## config.mk

```make
export PLATFORM = sky130hd
export DESIGN_NAME = rgb_led_pulse_encoder
export DESIGN_NICKNAME = d
export VERILOG_FILES = /design/src/rlpe_pkg.sv /design/src/rlpe_cfg.sv /design/src/rlpe_serializer.sv /design/src/rlpe_out_reg.sv /design/src/rgb_led_pulse_encoder.sv
export SDC_FILE = /design/constraint.sdc
export NUM_CORES = 1
export LEC_CHECK = 0
export BUFFER_PORTS_ARGS = -buffer_cell sky130_fd_sc_hd__buf_2
export CELL_PAD_IN_SITES_DETAIL_PLACEMENT = 0
export CELL_PAD_IN_SITES_GLOBAL_PLACEMENT = 2
export CORE_MARGIN = 10
export CORE_UTILIZATION = 40
export CTS_CLUSTER_DIAMETER = 150
export CTS_CLUSTER_SIZE = 28
export DETAILED_ROUTE_END_ITERATION = 12
export PLACE_DENSITY = 0.87
export SYNTH_ARGS = -nofsm -noshare
export SYNTH_HDL_FRONTEND = slang
export SYNTH_SLANG_ARGS = --single-unit
```

## constraint.sdc

```tcl
create_clock -name aclk -period 5.5 [get_ports aclk]
set_clock_uncertainty 0.15 [all_clocks]
set_input_delay 0.55 -clock aclk [delete_from_list [all_inputs] [get_ports aclk]]
set_output_delay 0.55 -clock aclk [all_outputs]
set_load 0.01 [all_outputs]
```

## src/rlpe_pkg.sv

```systemverilog
package rlpe_pkg;

    localparam int TICK_W  = 15;
    localparam int COUNT_W = 3;
    localparam int ORDER_W = 8;
    localparam int INDEX_W = 3;

    // register indexes
    localparam logic [INDEX_W-1:0] REG_COLOR_COUNT      = 3'd0;
    localparam logic [INDEX_W-1:0] REG_COLOR_ORDER      = 3'd1;
    localparam logic [INDEX_W-1:0] REG_ZERO_HIGH_TICKS  = 3'd2;
    localparam logic [INDEX_W-1:0] REG_ZERO_LOW_TICKS   = 3'd3;
    localparam logic [INDEX_W-1:0] REG_ONE_HIGH_TICKS   = 3'd4;
    localparam logic [INDEX_W-1:0] REG_ONE_LOW_TICKS    = 3'd5;
    localparam logic [INDEX_W-1:0] REG_RESET_HALF_TICKS = 3'd6;

    // reset values
    localparam logic [COUNT_W-1:0] RST_COLOR_COUNT      = 3'd3;
    localparam logic [ORDER_W-1:0] RST_COLOR_ORDER      = 8'd228;
    localparam logic [TICK_W-1:0]  RST_ZERO_HIGH_TICKS  = 15'd3;
    localparam logic [TICK_W-1:0]  RST_ZERO_LOW_TICKS   = 15'd9;
    localparam logic [TICK_W-1:0]  RST_ONE_HIGH_TICKS   = 15'd9;
    localparam logic [TICK_W-1:0]  RST_ONE_LOW_TICKS    = 15'd3;
    localparam logic [TICK_W-1:0]  RST_RESET_HALF_TICKS = 15'd250;

    // slot codes in color_order
    localparam logic [1:0] CODE_WHITE = 2'd0;
    localparam logic [1:0] CODE_RED   = 2'd1;
    localparam logic [1:0] CODE_GREEN = 2'd2;
    localparam logic [1:0] CODE_BLUE  = 2'd3;

    typedef struct packed {
        logic [COUNT_W-1:0] color_count;
        logic [ORDER_W-1:0] color_order;
        logic [TICK_W-1:0]  zero_high_ticks;
        logic [TICK_W-1:0]  zero_low_ticks;
        logic [TICK_W-1:0]  one_high_ticks;
        logic [TICK_W-1:0]  one_low_ticks;
        logic [TICK_W-1:0]  reset_half_ticks;
    } cfg_t;

    typedef struct packed {
        logic [7:0] red;
        logic [7:0] green;
        logic [7:0] blue;
        logic       frame_end;
    } pix_t;

    typedef struct packed {
        logic              first_level;
        logic [TICK_W-1:0] first_ticks;
        logic              second_level;
        logic [TICK_W-1:0] second_ticks;
        logic              is_reset;
        logic              run_last;
    } sym_t;

endpackage

```

## src/rlpe_cfg.sv

```systemverilog
module rlpe_cfg (
    input  logic                           aclk,
    input  logic                           aresetn,
    input  logic                           cfg_valid,
    output logic                           cfg_ready,
    input  logic [rlpe_pkg::INDEX_W-1:0]   cfg_index,
    input  logic [rlpe_pkg::TICK_W-1:0]    cfg_data,
    output rlpe_pkg::cfg_t                 cfg
);
    import rlpe_pkg::*;

    cfg_t cfg_reg;
    logic wr;

    assign cfg_ready = 1'b1;
    assign wr        = cfg_valid && cfg_ready;
    assign cfg       = cfg_reg;

    always_ff @(posedge aclk) begin
        if (!aresetn) begin
            cfg_reg.color_count      <= RST_COLOR_COUNT;
            cfg_reg.color_order      <= RST_COLOR_ORDER;
            cfg_reg.zero_high_ticks  <= RST_ZERO_HIGH_TICKS;
            cfg_reg.zero_low_ticks   <= RST_ZERO_LOW_TICKS;
            cfg_reg.one_high_ticks   <= RST_ONE_HIGH_TICKS;
            cfg_reg.one_low_ticks    <= RST_ONE_LOW_TICKS;
            cfg_reg.reset_half_ticks <= RST_RESET_HALF_TICKS;
        end else if (wr) begin
            case (cfg_index)
                REG_COLOR_COUNT:      cfg_reg.color_count      <= cfg_data[COUNT_W-1:0];
                REG_COLOR_ORDER:      cfg_reg.color_order      <= cfg_data[ORDER_W-1:0];
                REG_ZERO_HIGH_TICKS:  cfg_reg.zero_high_ticks  <= cfg_data;
                REG_ZERO_LOW_TICKS:   cfg_reg.zero_low_ticks   <= cfg_data;
                REG_ONE_HIGH_TICKS:   cfg_reg.one_high_ticks   <= cfg_data;
                REG_ONE_LOW_TICKS:    cfg_reg.one_low_ticks    <= cfg_data;
                REG_RESET_HALF_TICKS: cfg_reg.reset_half_ticks <= cfg_data;
                default: ;
            endcase
        end
    end

endmodule

```

## src/rlpe_serializer.sv

```systemverilog
module rlpe_serializer #(
    parameter int MAX_SLOTS = 4
) (
    input  logic           aclk,
    input  logic           aresetn,
    input  rlpe_pkg::cfg_t cfg,
    input  logic           pix_valid,
    output logic           pix_take,
    input  rlpe_pkg::pix_t pix,
    output logic           sym_valid,
    input  logic           sym_ready,
    output rlpe_pkg::sym_t sym
);
    import rlpe_pkg::*;

    localparam int SLOT_W = (MAX_SLOTS > 1) ? $clog2(MAX_SLOTS) : 1;

    logic              busy_reg;
    logic              rst_phase_reg;
    pix_t              pix_reg;
    logic [SLOT_W-1:0] slot_reg;
    logic [2:0]        bit_reg;

    logic [COUNT_W-1:0] slots_eff;
    logic [1:0]         code;
    logic [7:0]         byte_sel;
    logic               data_bit;
    logic               last_slot;
    logic               last_data;
    logic               step;
    logic               item_done;

    always_comb begin
        if (cfg.color_count == '0) begin
            slots_eff = COUNT_W'(1);
        end else if (cfg.color_count > COUNT_W'(MAX_SLOTS)) begin
            slots_eff = COUNT_W'(MAX_SLOTS);
        end else begin
            slots_eff = cfg.color_count;
        end
    end

    assign code = cfg.color_order[{slot_reg, 1'b0} +: 2];

    always_comb begin
        case (code)
            CODE_WHITE: byte_sel = 8'd0;
            CODE_RED:   byte_sel = pix_reg.red;
            CODE_GREEN: byte_sel = pix_reg.green;
            CODE_BLUE:  byte_sel = pix_reg.blue;
            default:    byte_sel = 8'd0;
        endcase
    end

    // msb first: bit_reg counts 0..7, so bit ~bit_reg
    assign data_bit  = byte_sel[~bit_reg];
    assign last_slot = (COUNT_W'(slot_reg) == slots_eff - COUNT_W'(1));
    assign last_data = !rst_phase_reg && last_slot && (bit_reg == 3'd7);
    assign step      = busy_reg && sym_ready;
    assign item_done = step && (rst_phase_reg || (last_data && !pix_reg.frame_end));
    assign pix_take  = pix_valid && (!busy_reg || item_done);
    assign sym_valid = busy_reg;

    always_comb begin
        if (rst_phase_reg) begin
            sym.first_level  = 1'b0;
            sym.first_ticks  = cfg.reset_half_ticks;
            sym.second_level = 1'b0;
            sym.second_ticks = cfg.reset_half_ticks;
            sym.is_reset     = 1'b1;
            sym.run_last     = 1'b1;
        end else begin
            sym.first_level  = 1'b1;
            sym.first_ticks  = data_bit ? cfg.one_high_ticks : cfg.zero_high_ticks;
            sym.second_level = 1'b0;
            sym.second_ticks = data_bit ? cfg.one_low_ticks : cfg.zero_low_ticks;
            sym.is_reset     = 1'b0;
            sym.run_last     = last_data && !pix_reg.frame_end;
        end
    end

    always_ff @(posedge aclk) begin
        if (!aresetn) begin
            busy_reg      <= 1'b0;
            rst_phase_reg <= 1'b0;
            slot_reg      <= '0;
            bit_reg       <= '0;
        end else if (pix_take) begin
            busy_reg      <= 1'b1;
            rst_phase_reg <= 1'b0;
            slot_reg      <= '0;
            bit_reg       <= '0;
        end else if (item_done) begin
            busy_reg      <= 1'b0;
            rst_phase_reg <= 1'b0;
        end else if (step) begin
            if (last_data) begin
                rst_phase_reg <= 1'b1;
            end else if (bit_reg == 3'd7) begin
                bit_reg  <= '0;
                slot_reg <= slot_reg + SLOT_W'(1);
            end else begin
                bit_reg <= bit_reg + 3'd1;
            end
        end
    end

    always_ff @(posedge aclk) begin
        if (pix_take) begin
            pix_reg <= pix;
        end
    end

    a_rst_phase_only_on_frame_end: assert property (@(posedge aclk) disable iff (!aresetn)
        rst_phase_reg |-> busy_reg && pix_reg.frame_end && last_slot && (bit_reg == 3'd7))
        else $error("reset symbol phase without a finished frame-end pixel");

    a_load_starts_clean: assert property (@(posedge aclk) disable iff (!aresetn)
        pix_take |=> busy_reg && (slot_reg == '0) && (bit_reg == 3'd0) && !rst_phase_reg)
        else $error("pixel load did not restart the bit sequencer");

    a_slot_in_range: assert property (@(posedge aclk) disable iff (!aresetn)
        busy_reg |-> (COUNT_W'(slot_reg) < slots_eff))
        else $error("slot index beyond configured slot count");

    a_done_after_last: assert property (@(posedge aclk) disable iff (!aresetn)
        (step && sym.run_last && !pix_valid) |=> !busy_reg)
        else $error("sequencer still busy after last symbol of a pixel");

endmodule

```

## src/rlpe_out_reg.sv

```systemverilog
module rlpe_out_reg (
    input  logic           aclk,
    input  logic           aresetn,
    input  logic           in_valid,
    output logic           in_ready,
    input  rlpe_pkg::sym_t in_sym,
    output logic           m_valid,
    input  logic           m_ready,
    output rlpe_pkg::sym_t m_sym
);
    import rlpe_pkg::*;

    logic valid_reg;
    sym_t sym_reg;

    assign in_ready = !valid_reg || m_ready;
    assign m_valid  = valid_reg;
    assign m_sym    = sym_reg;

    always_ff @(posedge aclk) begin
        if (!aresetn) begin
            valid_reg <= 1'b0;
        end else if (in_ready) begin
            valid_reg <= in_valid;
        end
    end

    always_ff @(posedge aclk) begin
        if (in_ready && in_valid) begin
            sym_reg <= in_sym;
        end
    end

endmodule

```

## src/rgb_led_pulse_encoder.sv

```systemverilog
// Channel  | Direction | Handshake            | Payload
// s_       | in        | s_valid / s_ready    | s_red, s_green, s_blue, s_frame_end
// m_       | out       | m_valid / m_ready    | m_first_level .. m_run_last
// cfg_     | in        | cfg_valid / cfg_ready| cfg_index, cfg_data
//
// One symbol per cycle on m_ while pixels wait and m_ready is high: a pixel gives 8 * slots symbols,
// plus the reset symbol on a frame-end pixel (8 to 33). The bit sequencer sets this rate.
// A one-pixel input buffer takes the next pixel while the current one is sent.
// Reset (aresetn low, synchronous) empties the buffer and the output register
// and loads the default timing. m_ready low holds the sequencer in place.
module rgb_led_pulse_encoder #(
    parameter int MAX_SLOTS = 4
) (
    input  logic                          aclk,
    input  logic                          aresetn,
    input  logic                          s_valid,
    output logic                          s_ready,
    input  logic [7:0]                    s_red,
    input  logic [7:0]                    s_green,
    input  logic [7:0]                    s_blue,
    input  logic                          s_frame_end,
    output logic                          m_valid,
    input  logic                          m_ready,
    output logic                          m_first_level,
    output logic [rlpe_pkg::TICK_W-1:0]   m_first_ticks,
    output logic                          m_second_level,
    output logic [rlpe_pkg::TICK_W-1:0]   m_second_ticks,
    output logic                          m_is_reset,
    output logic                          m_run_last,
    input  logic                          cfg_valid,
    output logic                          cfg_ready,
    input  logic [rlpe_pkg::INDEX_W-1:0]  cfg_index,
    input  logic [rlpe_pkg::TICK_W-1:0]   cfg_data
);
    import rlpe_pkg::*;

    cfg_t cfg;
    logic pend_valid_reg;
    pix_t pend_reg;
    logic pix_take;
    logic sym_valid;
    logic sym_ready;
    sym_t sym;
    sym_t m_sym;

    assign s_ready = !pend_valid_reg;

    always_ff @(posedge aclk) begin
        if (!aresetn) begin
            pend_valid_reg <= 1'b0;
        end else if (s_valid && s_ready) begin
            pend_valid_reg <= 1'b1;
        end else if (pix_take) begin
            pend_valid_reg <= 1'b0;
        end
    end

    always_ff @(posedge aclk) begin
        if (s_valid && s_ready) begin
            pend_reg.red       <= s_red;
            pend_reg.green     <= s_green;
            pend_reg.blue      <= s_blue;
            pend_reg.frame_end <= s_frame_end;
        end
    end

    rlpe_cfg u_cfg (
        .aclk      (aclk),
        .aresetn   (aresetn),
        .cfg_valid (cfg_valid),
        .cfg_ready (cfg_ready),
        .cfg_index (cfg_index),
        .cfg_data  (cfg_data),
        .cfg       (cfg)
    );

    rlpe_serializer #(
        .MAX_SLOTS (MAX_SLOTS)
    ) u_ser (
        .aclk      (aclk),
        .aresetn   (aresetn),
        .cfg       (cfg),
        .pix_valid (pend_valid_reg),
        .pix_take  (pix_take),
        .pix       (pend_reg),
        .sym_valid (sym_valid),
        .sym_ready (sym_ready),
        .sym       (sym)
    );

    rlpe_out_reg u_out (
        .aclk     (aclk),
        .aresetn  (aresetn),
        .in_valid (sym_valid),
        .in_ready (sym_ready),
        .in_sym   (sym),
        .m_valid  (m_valid),
        .m_ready  (m_ready),
        .m_sym    (m_sym)
    );

    assign m_first_level  = m_sym.first_level;
    assign m_first_ticks  = m_sym.first_ticks;
    assign m_second_level = m_sym.second_level;
    assign m_second_ticks = m_sym.second_ticks;
    assign m_is_reset     = m_sym.is_reset;
    assign m_run_last     = m_sym.run_last;

endmodule
```

==> run_results.csv <==
group,metric,value,unit
hold_path,min_path_type,"in -> reg",
synthesis,ys_seq_area_share,60.1,%
synthesis,ys_ff_latch,178,
cts,htree_levels,4,
grt,grt_pass1_vias,5642,
floorplan,initial_core_util,40.7,%
placed_design,portBuffers,82,
cells_and_area,drive_gt1_share,17.6,%
routing,ant_nets,0,
synthesis,synth_area,7310,um^2
cts,cts_buffers,17,
cts,cts_resized,0,
cells_and_area,nFillCells,1681,
timing,setup_viol,0,
timing,tightestPinTransition,1220,ps
floorplan,fp-row-count,49,
floorplan,dieHeight,155,um
routing,vias,5369,
routing,wl_per_cell,18.1,um
timing,grt_setup_unrepaired,"no",
routing,route.detailed.drc,0,
cells_and_area,area_growth,15.9,%
routing,first_pass_iters,5,
placed_design,place_congestion,0.769,
grt,antenna_found_initial,0,
power_and_ir_drop,leakagePower,0.00300,uW
routing,viasPerCell,5.32,
timing,timing.final.ws_setup,1980,ps
power_and_ir_drop,power_density,336,nW/um^2
synthesis,synth.net_count,757,
worst_setup_path,endpoint_kind,"flip-flop",
routing,routed_wl,18200,um
cells_and_area,largest_reg_flops,86,
synthesis,synthDistinctLibCells,47,
cts,cts_setup_buffers,0,
worst_setup_path,cp-start-kind,"flip-flop",
cts,cts_tree,"built",
cts,cts_max_path_buffers,2,
floorplan,coreArea,18000,um^2
job,drv_cap,0,
placed_design,post-dp-hpwl,11600,um
worst_setup_path,crit_path_max_fanout,31,
worst_setup_path,rrSetupSlack,1980,ps
worst_setup_path,crit_required,5530,ps
timing,hold_viol,0,
status,status,"complete, no violations",
cts,clkLatencyLatePin,430,ps
cells_and_area,nets,818,
cells_and_area,num_antenna_cells,0,
floorplan,chipWidth,155,um
worst_setup_path,worstSetupPathType,"reg -> reg",
cts,hold_buffers,0,
cts,clock_sinks,178,
timing,slew_violations,0,
timing,fin_crit_sh,64.0,%
cts,clk_transition_reported_paths,70,ps
floorplan,die_area,24100,um^2
grt,grt-ovfl-total,0,
placed_design,dp_worst_setup_slack,2010,ps
timing,slew_headroom,18.2,%
synthesis,synthCells,706,
cts,clock-root-buffer,"clkbuf_16",
timing,finalCriticalPeriod,3520,ps
grt,grt_usage,15.3,%
worst_setup_path,crit_arrival,3550,ps
timing,setup_tns,0,ps
grt,grt_max_degree,90,
power_and_ir_drop,vdd_drop_max,215,uV
routing,initialDrtViolationCount,372,
floorplan,io_pins,85,
synthesis,postSynthAreaPerCell,10.4,um^2
grt,grt_pass1_wl,29400,um
timing,max_freq,284,MHz
synthesis,yosysWarnings,0,
## synth_stat cells (all sizes together)
| master | n | area [um^2] |
|---|---|---|
| nand4b | 1 | 8.76 |
| nor2b | 11 | 68.8 |
| o21ai | 2 | 10.0 |
| xor2 | 3 | 26.3 |
| a211oi | 1 | 7.51 |
| nand2 | 178 | 668 |
| mux2 | 3 | 33.8 |
| or2 | 2 | 12.5 |
| clkbuf | 39 | 146 |
| mux4 | 4 | 90.1 |
| a21oi | 6 | 30.0 |
| dfxtp | 95 | 1900 |
| and2 | 1 | 8.76 |
| mux2i | 9 | 90.1 |
| o311a | 30 | 300 |
| a221o | 2 | 20.0 |
| a32oi | 1 | 8.76 |
| nor4 | 1 | 6.26 |
| nand4 | 1 | 6.26 |
| edfxtp | 83 | 2490 |
| ha | 3 | 37.5 |
| inv | 8 | 30.0 |
| nand2b | 26 | 163 |
| a21o | 1 | 7.51 |
| nor3 | 3 | 15.0 |
| or3b | 1 | 8.76 |
| a2111oi | 1 | 8.76 |
| o2111ai | 1 | 8.76 |
| nand3b | 2 | 15.0 |
| buf | 8 | 56.3 |
| or3 | 2 | 12.5 |
| o211ai | 2 | 15.0 |
| conb | 2 | 7.51 |
| a31oi | 1 | 6.26 |
| o22ai | 2 | 12.5 |
| and3 | 1 | 6.26 |
| a21boi | 66 | 495 |
| a221oi | 1 | 8.76 |
| xnor2 | 1 | 8.76 |
| nand3 | 54 | 270 |
| nor2 | 46 | 173 |
| o21a | 1 | 7.51 |
## layer usage
metal	share of wire [%]	global-route usage, %
met3	5.3	3.75
met1	46	19.1
met2	47	24.9
met4	1.3	5.75
met5	0	0
## power breakdown
group	switching [uW]	internal, uW
clock network	581	611
logic	116	64.5
registers	24.3	1450
## placed cells by master (no fill, tap or decap), types with 2 or more instances in the layout
cell type  synthesis  layout
nand2_1          178     178
dfxtp_1           95      94
edfxtp_1          83      83
buf_2              3      82
a21boi_0          66      66
nand3_1           54      54
nor2_1            46      43
o311a_1           30      30
nand2b_1          26      26
clkbuf_16          0      17
nor2b_1           11      10
mux2i_1            9       9
inv_1              8       8
buf_4              2       7
a21oi_1            6       6
inv_6              0       5
mux4_2             4       4
inv_8              0       4
xor2_1             3       3
nor2_2             0       3
nor3_1             3       3
ha_1               3       3
clkinv_4           0       3
clkinv_8           0       3
or3_1              2       2
or2_2              2       2
o211ai_1           2       2
mux2_1             2       2
nand3b_1           2       2
a221o_1            2       2
conb_1             2       2
## cell type report
type	count	area (um^2)	share of cell area [%]
Clock inverter	15	164	1.94
Multi-Input combinational cell	473	2710	31.9
Inverter	8	30.0	0.355
Timing Repair Buffer	89	463	5.47
Tap cell	229	287	3.38
Sequential cell	178	4400	51.9
Clock buffer	17	425	5.02
## cell families (layout without fill, tap and decap cells)
logic type	Yosys count	after routing	synth area share [%]
compound gates	118	118	13.0
xor+xnor	4	4	0.479
fa+ha+maj	3	3	0.513
buf+inv	55	129	3.18
flops	178	178	60.1
mux	16	16	2.93
other cells	2	2	0.103
simple gates	330	330	19.7
## path summary, 6_finish.rpt
kind / start / end / cells past startpoint
worst min-delay path: s_blue[1] / pend_reg[2] / 1
worst max-delay path: u_ser.slot_reg[0] / u_out.m_sym[23] / 8
worst min register to register: pend_reg[24] / u_ser.pix_reg[24] / 0
worst max register to register: u_ser.slot_reg[0] / u_out.m_sym[23] / 8
## critical path, stage by stage, from the launching register on
cell and delay [ps]:
dfxtp_1 560, mux4_2 720, mux2_1 370, a221o_1 320, o2111ai_1 120, nor4_2 80, buf_4 260, and2_4 330
o311a_1 340
## per-stage QoR
step / cells / total power (uW) / cell area (um^2) / utilization [%] / hold slack (ps)
floorplan: 706 / 1600 / 7310 / - / 250
global placement: 977 / 1680 / 7880 / 43.9 / 257
detailed placement: 977 / 1690 / 7880 / 43.9 / 255
CTS: 1009 / 2870 / 8470 / 47.2 / 123
global route: 1009 / 2940 / 8470 / 47.2 / 117
finish: 1009 / 2850 / 8470 / 47.2 / 138
Power figures use the tool's default switching activity.
